**src/design/mi3_pkg.sv**
```systemverilog
package mi3_pkg;

   localparam int EntryWidth = 16;
   localparam int ResultWidth = 32;
   localparam int CofWidth = 34;
   localparam int DetWidth = 52;
   localparam int NumWidth = CofWidth + 24;
   localparam int QuotWidth = NumWidth;
   localparam int Entries = 9;
   localparam int QueueDepth = 4;

   typedef logic signed [EntryWidth-1:0] entry_type;
   typedef logic signed [ResultWidth-1:0] result_type;
   typedef logic signed [CofWidth-1:0] cof_type;
   typedef logic signed [DetWidth-1:0] det_type;

   // one classified matrix handed from front to back
   typedef struct packed {
      cof_type [Entries-1:0] cof;
      det_type det;
      logic singular;
   } job_type;

   function automatic result_type sat_q16(input logic signed [QuotWidth-1:0] v);
      logic signed [QuotWidth-1:0] hi;
      logic signed [QuotWidth-1:0] lo;
      hi = QuotWidth'(64'sd2147483647);
      lo = -QuotWidth'(64'sd2147483648);
      if (v > hi) begin
         return result_type'(32'sh7fffffff);
      end else if (v < lo) begin
         return result_type'(32'sh80000000);
      end
      return v[ResultWidth-1:0];
   endfunction

endpackage

```
**src/design/mi3_queue.sv**
```systemverilog
module mi3_queue #(
   parameter int Depth = mi3_pkg::QueueDepth
) (
   input  logic clock,
   input  logic reset,
   input  logic wr_valid,
   output logic wr_ready,
   input  mi3_pkg::job_type wr_data,
   output logic rd_valid,
   input  logic rd_ready,
   output mi3_pkg::job_type rd_data
);
   import mi3_pkg::*;

   localparam int AW = (Depth > 1) ? $clog2(Depth) : 1;
   job_type mem_ff [Depth];
   logic [AW-1:0] wp_ff, wp_in, rp_ff, rp_in;
   logic [AW:0] cnt_ff, cnt_in;
   logic push, pop;

   assign wr_ready = (cnt_ff != (AW+1)'(Depth));
   assign rd_valid = (cnt_ff != '0);
   assign rd_data = mem_ff[rp_ff];
   assign push = wr_valid && wr_ready;
   assign pop = rd_valid && rd_ready;

   always_comb begin
      wp_in = (wp_ff == AW'(Depth-1)) ? '0 : wp_ff + 1'b1;
      rp_in = (rp_ff == AW'(Depth-1)) ? '0 : rp_ff + 1'b1;
      cnt_in = cnt_ff + (AW+1)'(push) - (AW+1)'(pop);
   end

   always_ff @(posedge clock) begin
      if (reset) begin
         wp_ff <= '0;
         rp_ff <= '0;
         cnt_ff <= '0;
      end else begin
         if (push) wp_ff <= wp_in;
         if (pop) rp_ff <= rp_in;
         cnt_ff <= cnt_in;
      end
      if (push) mem_ff[wp_ff] <= wr_data;
   end
endmodule

```
**config.mk**
```make
export PLATFORM = sky130hd
export DESIGN_NAME = mi3_queue
export DESIGN_NICKNAME = d
export VERILOG_FILES = /design/src/design/mi3_pkg.sv /design/src/design/mi3_queue.sv
export SDC_FILE = /design/constraint.sdc
export NUM_CORES = 1
export LEC_CHECK = 0
export BUFFER_PORTS_ARGS = -buffer_cell sky130_fd_sc_hd__buf_2
export CAP_MARGIN = 20
export CORE_UTILIZATION = 57
export DETAILED_ROUTE_END_ITERATION = 16
export HOLD_SLACK_MARGIN = 0.06
export PLACE_DENSITY_LB_ADDON = 0.2
export SYNTH_ARGS = -nofsm -noshare
export SYNTH_HDL_FRONTEND = slang
export SYNTH_SLANG_ARGS = --single-unit
```
**constraint.sdc**
```tcl
create_clock -name clock -period 11.4 [get_ports clock]
set_input_delay 0.57 -clock clock [delete_from_list [all_inputs] [get_ports clock]]
set_output_delay 0.57 -clock clock [all_outputs]
set_load 0.1 [all_outputs]
```
==> key figures, run 1 <==
Worst setup path
  • Worst path arrival time: 4450 ps
  • Worst-path fanout max: 69
  • Worst setup SP type: flop
  • Crit path capture type: primary output
  • WS Path Type: reg -> out
  • Critical Path RT: 10830 ps

Drt
  • Drt drc: 0
  • Post-Route WL: 116 mm
  • Routed WL per cell: ~26 um
  • Via density: 5.76
  • Drt pass-1 iters: 5
  • Vias: between 20000 and 30000
  • Post-route ant nets: 0
  • Initial DRC count: 2121

Synthesis
  • Post-synthesis cell count: slightly below 2000
  • Yosys top cell area share: 0.825
  • Flops & latches, synth: 1445
  • Largest area contributor in the netlist: edfxtp_1
  • Seq/Total Area, Yosys: 0.828
  • Synth Cell Area: between 50000 and 60000 um^2
  • Synthesis Warnings: 0
  • Syn avg cell area: 27.2 um^2
  • Post-synth cell types: 24
  • Ranking of synthesized cells by area: edfxtp_1 82%, mux4_2 15%, buf_6 0.78%
  • Synthesized Nets: 2295

Die
  • Die Y: 305 um
  • Chip Width: 305 um
  • Die area: between 90000 and 100000 um^2
  • I/O Pins: 724
  • Core outline area: 90400 um^2
  • Num rows: 110
  • Starting density of the core: 0.578

STA
  • Crit path time final: 5020 ps
  • Final Max Slew Viols: 0
  • Setup violators final: 0
  • Layout Skew: 26.5 ps
  • Max Freq: 0.199 GHz
  • Hold Violations, Final: 0
  • RSZ-0062 raised after global routing: no
  • Setup Total Neg Slack: 0 ps
  • Final period utilization: 0.440
  • Relative slew slack: 0.0909
  • Worst slew pin tran: 1360 ps

Global routing
  • Grt ovf: 0
  • Number of global-route vias before repair: 27100
  • GRT Overall Usage: 0.252
  • Largest net degree at the start of global routing: 170
  • Antenna violations before repair: 17
  • First-pass GRT wire length: 171 mm

Place
  • Routability-driven placement congestion ratio: 0.806
  • Placed insts: 3761
  • Post-DP HPWL: around 69 mm
  • Cell area after placement: 57100 um^2
  • Port bufs: just over 700

CTS
  • CTS tree: done
  • Max H-tree Level: 4
  • Clock root buffer: clkbuf_16
  • CTS max path bufs: 3
  • Post-CTS setup buffers: 0
  • Number of buffers created by CTS: roughly 140
  • Clock Sinks: 1445
  • Clock transition at the registers of the reported paths: 60 ps
  • Clk Latency, worst-skew pair: 750 ps

Final layout
  • Fill cells: about 5100
  • Final net count: 3460
  • Area of the multi-input gates: 8370 um^2
  • Fraction of layout cells with a size suffix above 1: 0.405
  • Storage cell area: 43300 um^2
  • Area growth, synth to finish: 24.4%
  • Highest-count cells in the layout ignoring fill and taps: 1436 x edfxtp_1, 723 x buf_2, 360 x dlygate4sd3_1
  • Count of non-filler cells in the finished layout: 4387
  • Final Instance Area: 65100 um^2
  • Commonest non-fill, non-tap cell in the layout: edfxtp_1

Job
  • Max-Cap Viols: 0

Pwr
  • VDD IR max: between 200 and 250 uV
  • Static leakage: 21.9 nW
  • Power per cell area: 278 nW/um^2

Worst hold path
  • Worst hold path type: in -> reg

Outcome
  • Outcome: finished clean
==> registers in the layout, summed over array words and instances (netlist names), named ones only <==
register / count
wp_ff: 2
rp_ff: 2
cnt_ff: 3
mem_ff: 1436
==> critical path: stages, from the launching register on <==
cell and delay (ps):
dfxtp_4 980, buf_4 790, buf_4 880, mux4_2 380, buf_2 470
==> synthesized netlist by cell type <==
cell,count
nand2_1,2
nor3_1,1
nor2_1,3
xor2_1,1
and2_1,1
fa_1,1
a211o_1,1
and3_1,4
nor2b_1,1
or3b_1,1
buf_6,36
dfxtp_1,9
o31ai_1,1
inv_1,5
a21oi_1,1
mux4_2,359
or3_1,3
ha_1,7
nand2b_1,2
o21ai_2,1
buf_2,37
clkbuf_1,9
mux2i_1,2
edfxtp_1,1436
==> power breakdown <==
group | switching (mW) | internal, mW | leakage (nW)
logic | 5.63 | 1.39 | 6.54
clock network | 1.90 | 2.44 | 2.10
registers | 0.175 | 6.52 | 13.2
total | 7.71 | 10.4 | 21.9
==> logic make-up (layout without fill, tap and decap cells) <==
| kind of cell | Yosys count | count (layout) | synth area share |
|---|---|---|---|
| other | 0 | 13 | 0 |
| adder cells (fa/ha/maj) | 8 | 8 | 0.00206 |
| flip-flops | 1445 | 1445 | 0.828 |
| buffers and inverters | 87 | 1361 | 0.0123 |
| multiplexers | 361 | 361 | 0.155 |
| AND/OR/NAND/NOR | 18 | 18 | 0.00194 |
| AO/OA/AOI/OAI | 4 | 4 | 0.000574 |
| XOR/XNOR | 1 | 1 | 0.000168 |
==> cell type report <==
class                           instances  share of cell area
Sequential cell                      1445               0.666
Multi-Input combinational cell        392               0.129
Timing Repair Buffer                 1103               0.116
Clock buffer                          180              0.0580
Tap cell                             1176              0.0226
Clock inverter                         73             0.00831
Antenna cell                           13            0.000500
Inverter                                5            0.000289
==> through the flow <==
step	total power, mW	hold slack [ps]	utilization	setup slack [ps]
CTS	18.2	141	0.719	6320
floorplan	12.8	463	-	832
detailed placement	13.7	485	0.632	7150
global placement	13.7	458	0.631	7150
global route	18.6	191	0.719	6190
finish	18.1	209	0.719	6380
==> final timing paths <==
| check | from | endpoint | slack (ps) | depth (start not counted) |
|---|---|---|---|---|
| worst max-delay path | flop | rd_data[205] | 6380 | 4 |
| worst min-delay path | wr_valid | wp_ff[0]$_SDFFE_PP0P_ | 210 | 3 |
| worst max register to register | cnt_ff[1]$_SDFF_PP0_ | mem_ff[1][338]$_DFFE_PP_ | 7570 | 4 |
| worst min register to register | rp_ff[0]$_SDFFE_PP0N_ | flop | 490 | 2 |
==> metal layers <==
metal,vias up,GRT usage,wire [um]
li1,10700,-,-
met1,13200,0.311,41800
met4,16,0.104,4400
met3,231,0.0655,9040
met5,-,0,114
met2,1049,0.428,60600
==> repair_timing <==
action / 4_1_cts / 5_1_grt
hold buffers: 360 / 0
resized for setup: 0 / 0
endpoints found under the hold margin: 1436 / 0
No activity file was read; power rests on OpenSTA's default activity.
==> run 2: changes to the inputs <==
Settings changed: CORE_UTILIZATION 57 to 51.
Clock period 11.4 ns to 4.6 ns, I/O delays scaled along.
==> run 2 against run 1 <==
Against the previous run:
- count of clock-buffer cells in the layout down 10
- critical path depth down 1
- register-to-register slack worse by 5600 ps
- via count down 0.94%
- first-iteration DRC count down 19%
- combinational power up 150%
- largest power group unchanged
- highest routed layer unchanged
==> key figures, run 2 (synthesis results as in run 1) <==
Worst setup path
  • Worst reg2reg startpoint: cnt_ff[1]$_SDFF_PP0_
  • WS Path Type: reg -> out
  • CP Capture Point: rd_data[260]
  • Worst setup SP type: flop
  • R2r endpoint: mem_ff[1][305]$_DFFE_PP_
  • Critical Path RT: 4370 ps (-6460 ps)
  • Worst path arrival time: 3110 ps (-1340 ps)
  • FF-to-FF path depth: 3 (-1)
  • Worst-path fanout max: 96 (+39%)
  • Crit path capture type: primary output
  • Flop2flop setup slack: 1960 ps (-5610 ps)

STA
  • Max Freq: 0.300 GHz
  • Worst slew pin tran: 1100 ps (-268 ps)
  • RSZ-0062 raised after global routing: no
  • Crit path time final: 3340 ps
  • Final Max Slew Viols: 0 (unchanged)
  • Layout Skew: 37.5 ps (+11.0 ps)
  • Setup violators final: 0 (unchanged)
  • Final period utilization: 0.725
  • Relative slew slack: 0.269 (+0.179)
  • Hold Violations, Final: 0 (unchanged)
  • Final WS setup: 1260 ps (-5120 ps)
  • Setup Total Neg Slack: 0 ps (unchanged)

Die
  • Core outline area: 102000 um^2 (+13%)
  • Die Y: 322 um (+5.7%)
  • Num rows: 117 (+6.4%)
  • Die area: 104000 um^2 (+12%)
  • Chip Width: 322 um (+5.7%)
  • I/O Pins: 724 (unchanged)
  • Starting density of the core: 0.514 (-0.0643)

Drt
  • Drt drc: 0 (unchanged)
  • Post-route ant nets: 0 (unchanged)
  • Initial DRC count: 1708 (-19%)
  • Met3 wire len: 9.05 mm (+0.14%)
  • Post-Route M1 WL: 41.7 mm (-0.39%)
  • Routed WL per cell: 24.8 um (-6.0%)
  • Post-Route WL: 115 mm (-1.1%)
  • Via density: 5.42 (-5.9%)
  • Drt pass-1 iters: 7 (+2)
  • Vias: 25000 (-0.94%)
  • Met2 wire length: 59.4 mm (-1.9%)
  • Top Layer Used: met5

Global routing
  • Largest net degree at the start of global routing: 135 (-21%)
  • Grt ovf: 0 (unchanged)
  • Antenna violations before repair: 18 (+1)
  • First-pass GRT wire length: 168 mm (-1.4%)
  • GRT Overall Usage: 0.222 (-0.0309)
  • Number of global-route vias before repair: 26900 (-0.65%)

Final layout
  • Area of the multi-input gates: 8370 um^2 (unchanged)
  • Top reg by flops: mem_ff
  • Fill cells: 6721 (+32%)
  • Highest-count cells in the layout ignoring fill and taps: 1436 x edfxtp_1, 723 x buf_2, 362 x dlygate4sd3_1
  • Final Util: 0.648 (-0.0715)
  • Area growth, synth to finish: 26.0%
  • Storage cell area: 43300 um^2 (unchanged)
  • Fraction of layout cells with a size suffix above 1: 0.416 (+0.0109)
  • Largest registers: mem_ff: 1436 flops, cnt_ff: 3 flops
  • Max FFs per register: 1436 (unchanged)
  • Final net count: 3505 (+1.3%)
  • Commonest non-fill, non-tap cell in the layout: edfxtp_1

CTS
  • Clock transition at the registers of the reported paths: 60 ps (about the same)
  • Number of buffers created by CTS: 144 (+1.4%)
  • Clock Sinks: 1445 (unchanged)
  • CTS tree: done
  • Clk Latency, worst-skew pair: 740 ps (about the same)
  • Post-CTS setup buffers: 0 (unchanged)
  • Max H-tree Level: 4 (unchanged)
  • Clock root buffer: clkbuf_16
  • CTS max path bufs: 3 (unchanged)

Pwr
  • Static leakage: 22.2 nW (+1.5%)
  • Power per cell area: 683 nW/um^2 (+150%)
  • VDD IR max: 709 uV (+190%)

Place
  • Routability-driven placement congestion ratio: 0.788 (-2.2%)
  • Dpl ws: 1920 ps (-5230 ps)
  • Port bufs: 723 (unchanged)
  • Post-DP HPWL: 72.8 mm (+5.5%)

Worst hold path
  • Worst hold path type: in -> reg

Job
  • Max-Cap Viols: 0 (unchanged)

Outcome
  • Outcome: finished clean
==> run 2: changes by cell type in the layout (fill, tap and decap cells not counted), sizes merged, moves of 5 or more <==
cell    previous run  this run
clkbuf           180       170
clkinv            55        67
buf              743       784
inv               16        11
==> run 2: cell type report <==
cell class,instances,area share
antenna,15,0.000569
sequential,1445,0.657
multi-input combinational,392,0.127
clock inverter,79,0.0103
tap,1368,0.0260
timing repair buffer,1146,0.122
inverter,5,0.000285
clock buffer,170,0.0568
==> run 2: how the worst min path moves through the flow <==
| stage | from | end | cells past startpoint |
|---|---|---|---|
| 5_1_grt | wr_data[178] | mem_ff[0][178]$_DFFE_PP_ | 2 |
| 3_5_place_dp | wr_data[148] | mem_ff[2][148]$_DFFE_PP_ | 1 |
| 6_report | wr_data[18] | mem_ff[2][18]$_DFFE_PP_ | 2 |
| 4_1_cts | wr_data[145] | mem_ff[2][145]$_DFFE_PP_ | 2 |
| 3_3_place_gp | wr_data[215] | mem_ff[3][215]$_DFFE_PP_ | 1 |
| 2_1_floorplan | wr_data[0] | mem_ff[0][0]$_DFFE_PP_ | 0 |
==> run 2: metrics by stage <==
step           hold WS (ps)  instances  cell area, um^2  total power [mW]
4_1_cts                 159       4605            65900              45.4
2_1_floorplan           329       1924            52300              31.2
3_3_place_gp            437       3994            57800              34.0
3_5_place_dp            446       3994            57800              34.2
5_1_grt                 189       4618            65900              46.3
6_report                221       4620            65900              45.0
==> run 2: per-layer routing <==
| metal | track usage | up-vias |
|---|---|---|
| met5 | 0 | - |
| met4 | 0.0980 | 10 |
| met3 | 0.0675 | 233 |
| met2 | 0.375 | 888 |
| met1 | 0.262 | 13100 |
| li1 | - | 10900 |
==> run 2: repair_timing <==
action / CTS / global route
endpoints found under the hold margin: 1456 / 0
hold buffers: 362 / 0
resized for setup: 0 / 0
==> run 2: critical path: stages (launching register included) <==
cell     delay (ps)
dfxtp_4         870
buf_12          510
mux4_2          390
buf_2           440
==> run 2: where the power goes <==
group	internal, mW	switching, mW	leakage (nW)
combinational	3.58	14.0	6.80
sequential	16.1	0.392	13.2
clock	6.14	4.78	2.17
